### config.mk
export PLATFORM = sky130hd
export DESIGN_NAME = svp_div
export DESIGN_NICKNAME = d
export VERILOG_FILES = /design/src/rtl/svp_pkg.sv /design/src/rtl/svp_div.sv
export SDC_FILE = /design/constraint.sdc
export NUM_CORES = 1
export LEC_CHECK = 0
export BUFFER_PORTS_ARGS = -buffer_cell sky130_fd_sc_hd__buf_4
export CAP_MARGIN = 25
export CORE_ASPECT_RATIO = 2
export CORE_MARGIN = 8
export CORE_UTILIZATION = 45
export DETAILED_ROUTE_END_ITERATION = 6
export GPL_ROUTABILITY_DRIVEN = 1
export GPL_TIMING_DRIVEN = 0
export SLEW_MARGIN = 40
export SYNTH_ARGS = -nofsm -noshare
export SYNTH_HDL_FRONTEND = slang
export SYNTH_SLANG_ARGS = --single-unit
### constraint.sdc
create_clock -name clk -period 21.1 [get_ports clk]
set_clock_uncertainty 0.1 [all_clocks]
set_input_delay 1.055 -clock clk [delete_from_list [all_inputs] [get_ports clk]]
set_output_delay 1.055 -clock clk [all_outputs]
set_load 0.02 [all_outputs]
### src/rtl/svp_pkg.sv
// svp_pkg: shared types, codes and lookup functions for the space vector pwm block
// no dependencies; used by svp_div and space_vector_pwm
package svp_pkg;

	// configuration register indexes
	typedef enum logic [1:0] {
		REG_ALPHA_SCALE = 2'd0,
		REG_BETA_SCALE  = 2'd1,
		REG_MAX_ACTIVE  = 2'd2,
		REG_QUARTER     = 2'd3
	} reg_idx_t;

	// reset values of the configuration registers
	localparam logic [15:0] ALPHA_SCALE_RST = 16'd56756;
	localparam logic [15:0] BETA_SCALE_RST  = 16'd32768;
	localparam logic [14:0] MAX_ACTIVE_RST  = 15'd2000;
	localparam logic [14:0] QUARTER_RST     = 15'd1125;

	// divider shape: quotient bits and bits resolved per stage
	localparam int QUO_BITS   = 15;
	localparam int STEP_BITS  = 3;
	localparam int DIV_STAGES = QUO_BITS / STEP_BITS;

	// motor codes
	localparam logic [1:0] MOTOR_YAW   = 2'd0;
	localparam logic [1:0] MOTOR_ROLL  = 2'd1;
	localparam logic [1:0] MOTOR_PITCH = 2'd2;

	// which of x, y, z a time uses
	typedef enum logic [1:0] {
		VAR_X = 2'd0,
		VAR_Y = 2'd1,
		VAR_Z = 2'd2
	} var_t;

	// phase letters
	typedef enum logic [1:0] {
		PH_A = 2'd0,
		PH_B = 2'd1,
		PH_C = 2'd2
	} phase_t;

	typedef struct packed {
		var_t   v1;
		logic   n1;
		var_t   v2;
		logic   n2;
		phase_t p0;
		phase_t p1;
		phase_t p2;
	} sect_t;

	// per-sector choice of active times and phase order
	function automatic sect_t sect_lookup(input logic [2:0] code);
		sect_t d;
		d = '{VAR_X, 1'b0, VAR_X, 1'b0, PH_A, PH_A, PH_A};
		unique case (code)
			3'd1: d = '{VAR_Z, 1'b0, VAR_Y, 1'b0, PH_B, PH_A, PH_C};
			3'd2: d = '{VAR_Y, 1'b0, VAR_X, 1'b1, PH_A, PH_C, PH_B};
			3'd3: d = '{VAR_Z, 1'b1, VAR_X, 1'b0, PH_A, PH_B, PH_C};
			3'd4: d = '{VAR_X, 1'b1, VAR_Z, 1'b0, PH_C, PH_B, PH_A};
			3'd5: d = '{VAR_X, 1'b0, VAR_Y, 1'b1, PH_B, PH_C, PH_A};
			3'd6: d = '{VAR_Y, 1'b1, VAR_Z, 1'b1, PH_C, PH_A, PH_B};
			default: d = '{VAR_X, 1'b0, VAR_X, 1'b0, PH_A, PH_A, PH_A};
		endcase
		return d;
	endfunction

	function automatic logic sect_ok(input logic [2:0] code);
		return (code != 3'd0) && (code != 3'd7);
	endfunction

endpackage

### src/rtl/svp_div.sv
// svp_div: pipelined signed-by-positive truncating divider
// depends on svp_pkg
module svp_div (
	input  logic               clk,
	input  logic               arst_n,
	input  logic               in_valid,
	input  logic signed [30:0] num,
	input  logic        [15:0] den,
	output logic               out_valid,
	output logic signed [15:0] quo
);
	import svp_pkg::*;

	logic [30:0]         mag_c;
	logic [DIV_STAGES-1:0] vld_s;
	logic [30:0]         rem_s [DIV_STAGES];
	logic [QUO_BITS-1:0] quo_s [DIV_STAGES];
	logic [15:0]         den_s [DIV_STAGES];
	logic                neg_s [DIV_STAGES];

	// magnitude of the dividend
	assign mag_c = num[30] ? 31'(-num) : 31'(num);

	for (genvar g = 0; g < DIV_STAGES; g++) begin : g_stage
		logic [30:0]         rin;
		logic [QUO_BITS-1:0] qin;
		logic [15:0]         din;
		logic                nin;
		logic                vin;
		logic [30:0]         r;
		logic [QUO_BITS-1:0] q;

		if (g == 0) begin : g_first
			assign rin = mag_c;
			assign qin = '0;
			assign din = den;
			assign nin = num[30];
			assign vin = in_valid;
		end else begin : g_next
			assign rin = rem_s[g-1];
			assign qin = quo_s[g-1];
			assign din = den_s[g-1];
			assign nin = neg_s[g-1];
			assign vin = vld_s[g-1];
		end

		// restoring steps, most significant quotient bit first
		always_comb begin
			r = rin;
			q = qin;
			for (int j = 0; j < STEP_BITS; j++) begin
				if (r >= ({15'd0, din} << (QUO_BITS - 1 - (g * STEP_BITS + j)))) begin
					r = r - ({15'd0, din} << (QUO_BITS - 1 - (g * STEP_BITS + j)));
					q[QUO_BITS - 1 - (g * STEP_BITS + j)] = 1'b1;
				end
			end
		end

		always_ff @(posedge clk or negedge arst_n) begin
			if (!arst_n) begin
				vld_s[g] <= 1'b0;
			end else begin
				vld_s[g] <= vin;
			end
		end

		always_ff @(posedge clk) begin
			rem_s[g] <= r;
			quo_s[g] <= q;
			den_s[g] <= din;
			neg_s[g] <= nin;
		end
	end

	// apply the dividend sign, truncating toward zero
	assign out_valid = vld_s[DIV_STAGES-1];
	assign quo = neg_s[DIV_STAGES-1] ? 16'(-{1'b0, quo_s[DIV_STAGES-1]})
		: 16'({1'b0, quo_s[DIV_STAGES-1]});

endmodule

-- Word-level counts from Yosys, hierarchy flattened
Memories as Yosys holds them, arrays and structs flattened.
Index checks and enable logic that the tools add are counted.
- register bits: 5
- bits in writable memories: 315
- bits of input ports: 50
- output and inout port bits: 17
- word-level logic and storage cells: 73
- memories: 4
- memories (name ; words ; width ; rd ports ; clocked after memory_dff ; wr ports ; RTL line ; text):
    rem_s ; 5 ; 31 ; 4 ; 0 ; 5 ; svp_div.sv:16 ; logic [30:0] rem_s [DIV_STAGES];
    den_s ; 5 ; 16 ; 4 ; 0 ; 5 ; svp_div.sv:18 ; logic [15:0] den_s [DIV_STAGES];
    quo_s ; 5 ; 15 ; 5 ; 0 ; 5 ; svp_div.sv:17 ; logic [QUO_BITS-1:0] quo_s [DIV_STAGES];
    neg_s ; 5 ; 1 ; 5 ; 0 ; 5 ; svp_div.sv:19 ; logic neg_s [DIV_STAGES];
- $add $sub $neg: 17
- magnitude comparators: 15
- multiplexer cells: 32
- operators by type and width (kind ; number):
    two-way mux 31 bit ; 16
    >= comparator 31 x 16 -> 1 bit ; 1
    >= comparator 31 x 17 -> 1 bit ; 1
    >= comparator 31 x 18 -> 1 bit ; 1
    >= comparator 31 x 19 -> 1 bit ; 1
    >= comparator 31 x 20 -> 1 bit ; 1
    >= comparator 31 x 21 -> 1 bit ; 1
    >= comparator 31 x 22 -> 1 bit ; 1
    >= comparator 31 x 23 -> 1 bit ; 1
    >= comparator 31 x 24 -> 1 bit ; 1
    >= comparator 31 x 25 -> 1 bit ; 1
    >= comparator 31 x 26 -> 1 bit ; 1
    >= comparator 31 x 27 -> 1 bit ; 1
    >= comparator 31 x 28 -> 1 bit ; 1
    >= comparator 31 x 29 -> 1 bit ; 1
    >= comparator 31 x 30 -> 1 bit ; 1
    negation 31 bit ; 1
    subtractor 31 x 16 -> 31 bit ; 1
    subtractor 31 x 17 -> 31 bit ; 1
    subtractor 31 x 18 -> 31 bit ; 1
    subtractor 31 x 19 -> 31 bit ; 1
    subtractor 31 x 20 -> 31 bit ; 1
    subtractor 31 x 21 -> 31 bit ; 1
    subtractor 31 x 22 -> 31 bit ; 1
    other kinds (11) ; 25

-- Logic depth before layout (Yosys ltp)
Gate-level depths: netlist of the first run.
- depth after elaboration: 8
- mapped depth: 50
- gate-level depth less buffers: 45

-- Worst setup path after synthesis of the first run
No wires, ideal clock.
- kind: input to register
- from: input port num[1]
- to: memory rem_s[0][22]
- arrival: 10.496 ns
- required time: 20.879 ns
- path slack: 10.382 ns
- stages on the path: 49
- buffers on the path: 6
- path through: inv_1 -> ha_1 -> or4b_4 -> or3_1 -> or3_1 -> buf_2 -> or3_4 -> o41ai_1 -> xnor2_1 -> ha_1 -> nand4_1 -> nor2_1 -> o31a_1 -> o31ai_1 -> a211oi_1 -> or4_1 -> clkbuf_1 -> buf_2 -> [... 13 more ...] -> nand2_1 -> nand2_1 -> inv_1 -> ha_1 -> nor2b_1 -> o21ai_0 -> a21boi_0 -> o21a_1 -> o21ai_0 -> a21oi_1 -> o21bai_1 -> a31oi_1 -> o41ai_1 -> o31ai_1 -> and2b_1 -> nand2_4 -> buf_8 -> mux2_4
- RTL lines (what ; RTL line ; text):
    start: declaration ; svp_div.sv:7 ; input logic signed [30:0] num,
    end: declaration ; svp_div.sv:16 ;

==> results by group, run 1 <==
Status
  • Status: finished clean

Logic synthesis
  • Synth cell types: approximately 110
  • Post-synthesis sequential element count: 243
  • Netlist Area Pre-Place: approximately 22000 um2
  • Largest area contributor in the netlist: dfxtp_1
  • Synthesis Warnings: 0
  • Ys async rst share: 0.0206
  • Gate Count Post-Synth: 2824
  • Main flop type after synthesis: dfxtp_1
  • Post-synth EDFFs: 0
  • Top area cells in the synthesized netlist: dfxtp_1 21%, ha_1 14%, xnor2_1 6.7%
  • Synthesized Nets: around 3100
  • Area share of the leading cell type in the synthesized netlist: 0.213
  • Avg Synthesized Cell Area: between 7 and 8 um2
  • Register area share after synthesis: 0.219

Drt
  • Via density per instance: about 5.9
  • M1 WL: between 20000 and 25000 um
  • Vias: around 21000
  • Uppermost layer routed: met4
  • Met2 WL: 46800 um
  • Initial DRT Pass Iterations: 5
  • Routed WL: between 80000 and 90000 um
  • DRC viols: 0
  • Met3 routed WL: approximately 1700 um
  • Post-DR wirelength/cell: around 23 um
  • Initial drt markers: between 800 and 900
  • DRT antenna net count: 0

Final layout
  • Layout Nets: between 3000 and 4000
  • Share of post-route cells with drive strength above 1: 0.0928
  • P&R area growth vs syn: 9.51%
  • Most frequent cells in the layout: 248 x nand2_1, 242 x ha_1, 239 x nor2_1
  • Most common cell after layout, fill and taps aside: nand2_1
  • Post-layout util: 0.498
  • Fin cells: 3574
  • N_diodes: 0

Timing
  • Post-layout min period: about 14 ns
  • Fin crit share: 0.649
  • Total Neg Setup Slack: 0 ns
  • Fin. max-slew vios: 0
  • RSZ-0062 raised after global routing: false
  • Final Hold Fails: 0
  • Fmax: ~73 MHz
  • Final Setup Violations: 0
  • Slew HR: 0.360
  • Final hold slack: approximately 0.19 ns
  • Least-Margin Pin Slew: around 0.95 ns

Placement
  • Placed cell count: 3532
  • PortBufs: 65
  • HPWL after DPL: roughly 70000 um
  • GPL Wtd Cong: about 0.99

GRT
  • First-pass GRT wire length: between 100000 and 150000 um
  • Vias in the first global route: about 22000
  • Initial antenna violation count: 1
  • Grt total ovfl: 0
  • Largest net degree at the start of global routing: 18
  • Aggregate global-route resource usage: 0.274

CTS
  • Post-cts resize count: 0
  • Total CTS buffers: 23
  • Clock slew at reported path FFs: 0.06 ns
  • CTS root buffer: clkbuf_16
  • TritonCTS clock tree: built
  • # hold bufs at CTS: 0
  • H-tree depth: 1
  • Setup bufs post-CTS: 0
  • CTS Buffer Depth: 3
  • Clock Latency Late Sink: 0.56 ns
  • Clock sink count: between 200 and 250

Setup path
  • Crit path kind: input pin to flip-flop
  • Startpoint Class: input pin
  • Nature of the critical path endpoint: flip-flop
  • CP arrival: 14.04 ns
  • CP required: around 21 ns
  • Slowest-stage cell, CP: o41ai_1
  • R2R setup slack: 9.09 ns
  • CP Max Fanout: 10
  • Slowest stage delay, CP: roughly 0.67 ns

Die
  • Num rows: ~120
  • Initial Util: 0.455
  • Die X: between 150 and 200 um
  • Die area: 57500 um2
  • Core area: 49200 um2
  • Die Height: about 330 um
  • Ports: 67

Job
  • Number of max-cap violations: 0

Min path
  • Worst hold path class: input pin to asynchronous set/reset pin
==> Yosys cell counts, types with 56 or more instances <==
| cell | count |
|---|---|
| xor2_1 | 83 |
| mux2_2 | 56 |
| dfxtp_1 | 238 |
| nor3_1 | 63 |
| a21oi_1 | 219 |
| inv_1 | 176 |
| nand3_1 | 56 |
| a21o_1 | 66 |
| xnor2_1 | 171 |
| ha_1 | 242 |
| o21ai_0 | 194 |
| nor2_1 | 239 |
| nand2_1 | 248 |
==> metal layers <==
metal	vias to the layer above	global-route usage
met4	0	0.315
met5	-	0
li1	10500	-
met2	483	0.583
met3	331	0.0240
met1	9846	0.177
==> layout make-up <==
class / count / area, um2
Buffer: 51 / 256
Clock buffer: 30 / 632
Clock inverter: 12 / 156
Fill cell: 4929 / 24700
Inverter: 182 / 683
Multi-Input combinational cell: 2348 / 16600
Sequential cell: 243 / 4890
Tap cell: 643 / 805
Timing Repair Buffer: 65 / 488
==> final timing paths <==
check,start,cells after the start,to
worst max-delay path,num[1],50,rem_s[0][26]$_DFF_P_
worst min-delay path,arst_n,1,g_stage[1].vin$_DFF_PN0_
worst max register to register,den_s[0][17]$_DFF_P_,39,rem_s[0][78]$_DFF_P_
worst min register to register,quo_s[0][48]$_DFF_P_,0,quo_s[0][63]$_DFF_P_
max in group asynchronous,arst_n,1,g_stage[4].vin$_DFF_PN0_
min in group clk,quo_s[0][48]$_DFF_P_,0,quo_s[0][63]$_DFF_P_
==> kinds of logic after synthesis <==
kind of cell    share of synthesized area
mux                                0.0430
flops                               0.219
simple gates                        0.216
compound gates                      0.233
xor+xnor                           0.0995
buf+inv                            0.0420
fa+ha+maj                           0.148
==> state kept, by name (all words and copies together) (netlist names) <==
signal	count
rem_s	124
den_s	64
quo_s	45
neg_s	5
g_stage.vin	4
out_valid	1
==> stage by stage <==
stage | setup slack, ns | instance area [um2]
6_report | 7.40 | 24500
5_1_grt | 6.84 | 24500
4_1_cts | 7.38 | 24500
3_5_place_dp | 6.83 | 23700
3_3_place_gp | 6.81 | 23700
2_1_floorplan | 10.38 | 22400
==> critical path: cells and delay by family <==
family          cells  cell delay [ns]
compound gates     20             5.25
simple gates       15             3.81
buf+inv             9             1.63
fa+ha+maj           4             1.62
xor+xnor            1             0.35
mux                 1             0.30
Power of run 1 is left out: the tool's default activity adds up to more than one toggle a clock period on the data nets, which glitch-free logic cannot reach.
==> run 2: changes to the inputs <==
Settings changed: ABC_AREA from default to 1.
Clock period 21.1 ns to 13.2 ns, I/O delays scaled along.
==> results by group, run 2 <==
Status
  • Status: finished clean

Placement
  • Placed inst area: 26400 um2 (+11%)
  • HPWL after DPL: 78100 um (+12%)
  • PortBufs: 66 (+1.5%)
  • Placed cell count: 4771 (+35%)
  • GPL Wtd Cong: 1.00 (+1.3%)

Die
  • Num rows: 122 (+6.1%)
  • Core area: 55100 um2 (+12%)
  • Die area: 63700 um2 (+11%)
  • Die X: 182 um (+5.1%)
  • Ports: 67 (unchanged)
  • Die Height: 349 um (+5.3%)
  • Initial Util: 0.453 (-0.00195)

Setup path
  • Nature of the critical path endpoint: flip-flop
  • Most frequent cell on the critical path: nand2_1
  • CP Max Fanout: 10 (unchanged)
  • Slowest stage delay, CP: 0.57 ns (-0.10 ns)
  • R2R depth: 46 (+18%)
  • CP required: 13.53 ns (-7.91 ns)
  • R2r endpoint: rem_s[0][71]$_DFF_P_
  • R2R setup slack: 3.71 ns (-5.38 ns)
  • Startpoint Class: input pin
  • CP arrival: 10.72 ns (-3.32 ns)
  • RR Startpoint: den_s[0][17]$_DFF_P_
  • Crit path kind: input pin to flip-flop
  • Slowest-stage cell, CP: o21ai_0

GRT
  • GR Util met3: 0.0380 (+0.0140)
  • Aggregate global-route resource usage: 0.282 (+0.00781)
  • Met2 usage: 0.576 (-0.00711)
  • Vias in the first global route: 26800 (+19%)
  • Met1 Track Usage GR: 0.212 (+0.0352)
  • Gr busiest metal: met2
  • Initial antenna violation count: 4 (+3)
  • Grt total ovfl: 0 (unchanged)
  • Largest net degree at the start of global routing: 18 (unchanged)
  • First-pass GRT wire length: 139000 um (+14%)

Logic synthesis
  • Gate Count Post-Synth: 3961 (+40%)
  • Top area cells in the synthesized netlist: dfxtp_1 19%, nand2_1 16%, ha_1 12%
  • Synthesized Nets: 4267 (+36%)
  • Synthesis Warnings: 0 (unchanged)
  • Post-synthesis sequential element count: 243 (unchanged)
  • Synth cell types: 62 (-42%)
  • Most common cell in the netlist: nand2_1
  • Commonest cells post-synth: 1070 x nand2_1, 553 x inv_1, 340 x nor2_1
  • Area share of the leading cell type in the synthesized netlist: 0.191 (-0.0220)
  • Register area share after synthesis: 0.196 (-0.0225)
  • Ys async rst share: 0.0206 (unchanged)
  • Post-synth EDFFs: 0 (unchanged)
  • Largest area contributor in the netlist: dfxtp_1
  • Netlist Area Pre-Place: 24900 um2 (+12%)
  • Avg Synthesized Cell Area: 6.30 um2 (-21%)
  • Main flop type after synthesis: dfxtp_1

Timing
  • Final Hold Fails: 0 (unchanged)
  • Fin. max-slew vios: 0 (unchanged)
  • Least-Margin Pin Slew: 0.875 ns (-0.0781 ns)
  • Final Setup Violations: 0 (unchanged)
  • Post-layout min period: about 10 ns
  • Fin crit share: 0.788
  • Fmax: approximately 96 MHz
  • RSZ-0062 raised after global routing: false
  • Slew HR: 0.411 (+0.0516)
  • Total Neg Setup Slack: 0 ns (unchanged)

CTS
  • CTS Buffer Depth: 3 (unchanged)
  • H-tree depth: 1 (unchanged)
  • Post-cts resize count: 0 (unchanged)
  • CTS root buffer: clkbuf_16
  • TritonCTS clock tree: built
  • Clock slew at reported path FFs: 0.07 ns (about the same)
  • Clock sink count: 243 (unchanged)
  • Total CTS buffers: 25 (+8.7%)
  • Clock Latency Late Sink: 0.61 ns (+0.05 ns)
  • Setup bufs post-CTS: 0 (unchanged)

Min path
  • Hold path depth: 1
  • Hold path start: den[5]
  • WHS Endpoint: den_s[0][5]$_DFF_P_
  • Worst hold path class: input pin to flip-flop

Drt
  • Post-DR wirelength/cell: 18.7 um (-17%)
  • Initial DRT Pass Iterations: 7 (+2)
  • DRT antenna net count: 0 (unchanged)
  • Via density per instance: 5.36 (-9.3%)
  • Vias: 25800 (+22%)
  • Routed WL: 90300 um (+11%)
  • Initial drt markers: 1144 (+37%)
  • DRC viols: 0 (unchanged)

Final layout
  • Largest regs: rem_s x124, den_s x64, quo_s x45
  • Post-layout util: 0.497 (-0.00108)
  • P&R area growth vs syn: 9.75%
  • Reg with most FFs: rem_s
  • Fin area: 27400 um2 (+12%)
  • Fillers: 5969 (+21%)
  • Most common cell after layout, fill and taps aside: nand2_1
  • Layout Nets: 4361 (+35%)
  • Most frequent cells in the layout: 1070 x nand2_1, 553 x inv_1, 340 x nor2_1
  • Max reg flops: 124 (unchanged)
  • Share of post-route cells with drive strength above 1: 0.0719 (-0.0209)
  • Fin cells: 4819 (+35%)

Job
  • Number of max-cap violations: 0 (unchanged)
## run 2: cell count changes in the layout (fill, tap and decap cells not counted), moves of 43 or more
cell / change
o21ai_0: +51
nand3_1: +187
inv_1: +377
nor2_1: +101
nand2_1: +822
xnor2_1: -58
mux2_2: -54
xor2_1: +53
nand4_1: +43
a21o_1: -53
## run 2: metrics by stage
| stage | hold WS (ns) | setup slack [ns] |
|---|---|---|
| 2_1_floorplan | 0.210 | 4.94 |
| 3_3_place_gp | 0.210 | 2.40 |
| 3_5_place_dp | 0.212 | 2.38 |
| 4_1_cts | 0.0676 | 2.97 |
| 5_1_grt | 0.0769 | 1.88 |
| 6_report | 0.0865 | 2.80 |
## run 2: layout make-up
type	instances	area, um2	area share
diodes	1	2.50	0.0000914
plain buffers	55	319	0.0117
clock buffers	26	651	0.0238
clock inverters	20	305	0.0112
inverters	571	2150	0.0784
multi-input cells	3092	17600	0.644
flip-flops and latches	243	4890	0.179
well taps	744	931	0.0340
repair buffers	67	505	0.0185
## run 2: routing by layer
metal	share of wire	up-vias
met4	0.11	2
li1	-	13100
met5	0.00014	-
met2	0.55	665
met3	0.033	429
met1	0.30	11700
## run 2: what timing repair did
action | in CTS | in global routing
endpoints found under the hold margin | 5 | 0
setup endpoints to repair | 0 | 0
hold buffers | 1 | 0
## run 2: kinds of logic after synthesis
logic type,share of synthesized area
XOR/XNOR,0.0874
AO/OA/AOI/OAI,0.139
flip-flops,0.196
adder cells (fa/ha/maj),0.133
buffers and inverters,0.0988
multiplexers,0.000903
AND/OR/NAND/NOR,0.345
## run 2: how the worst max path moves through the flow
stage	endpoint	slack, ns	cells after the start	start
3_3_place_gp	rem_s[0][25]$_DFF_P_	2.40	50	num[0]
4_1_cts	rem_s[0][25]$_DFF_P_	2.97	50	num[0]
3_5_place_dp	rem_s[0][25]$_DFF_P_	2.38	50	num[0]
5_1_grt	rem_s[0][25]$_DFF_P_	1.88	47	num[0]
2_1_floorplan	rem_s[0][12]$_DFF_P_	4.94	51	num[0]
6_report	rem_s[0][25]$_DFF_P_	2.80	47	num[0]
## run 2: worst max-delay path: cells and delay by family
family	cells	cell delay (ns)
and+or+nand+nor	18	2.58
xor gates and xnor gates	1	0.26
adders and majority gates	4	1.44
buffers and inverters	8	1.78
AOI/OAI and AO/OA	16	3.98
Power of run 2 is left out for the same reason.
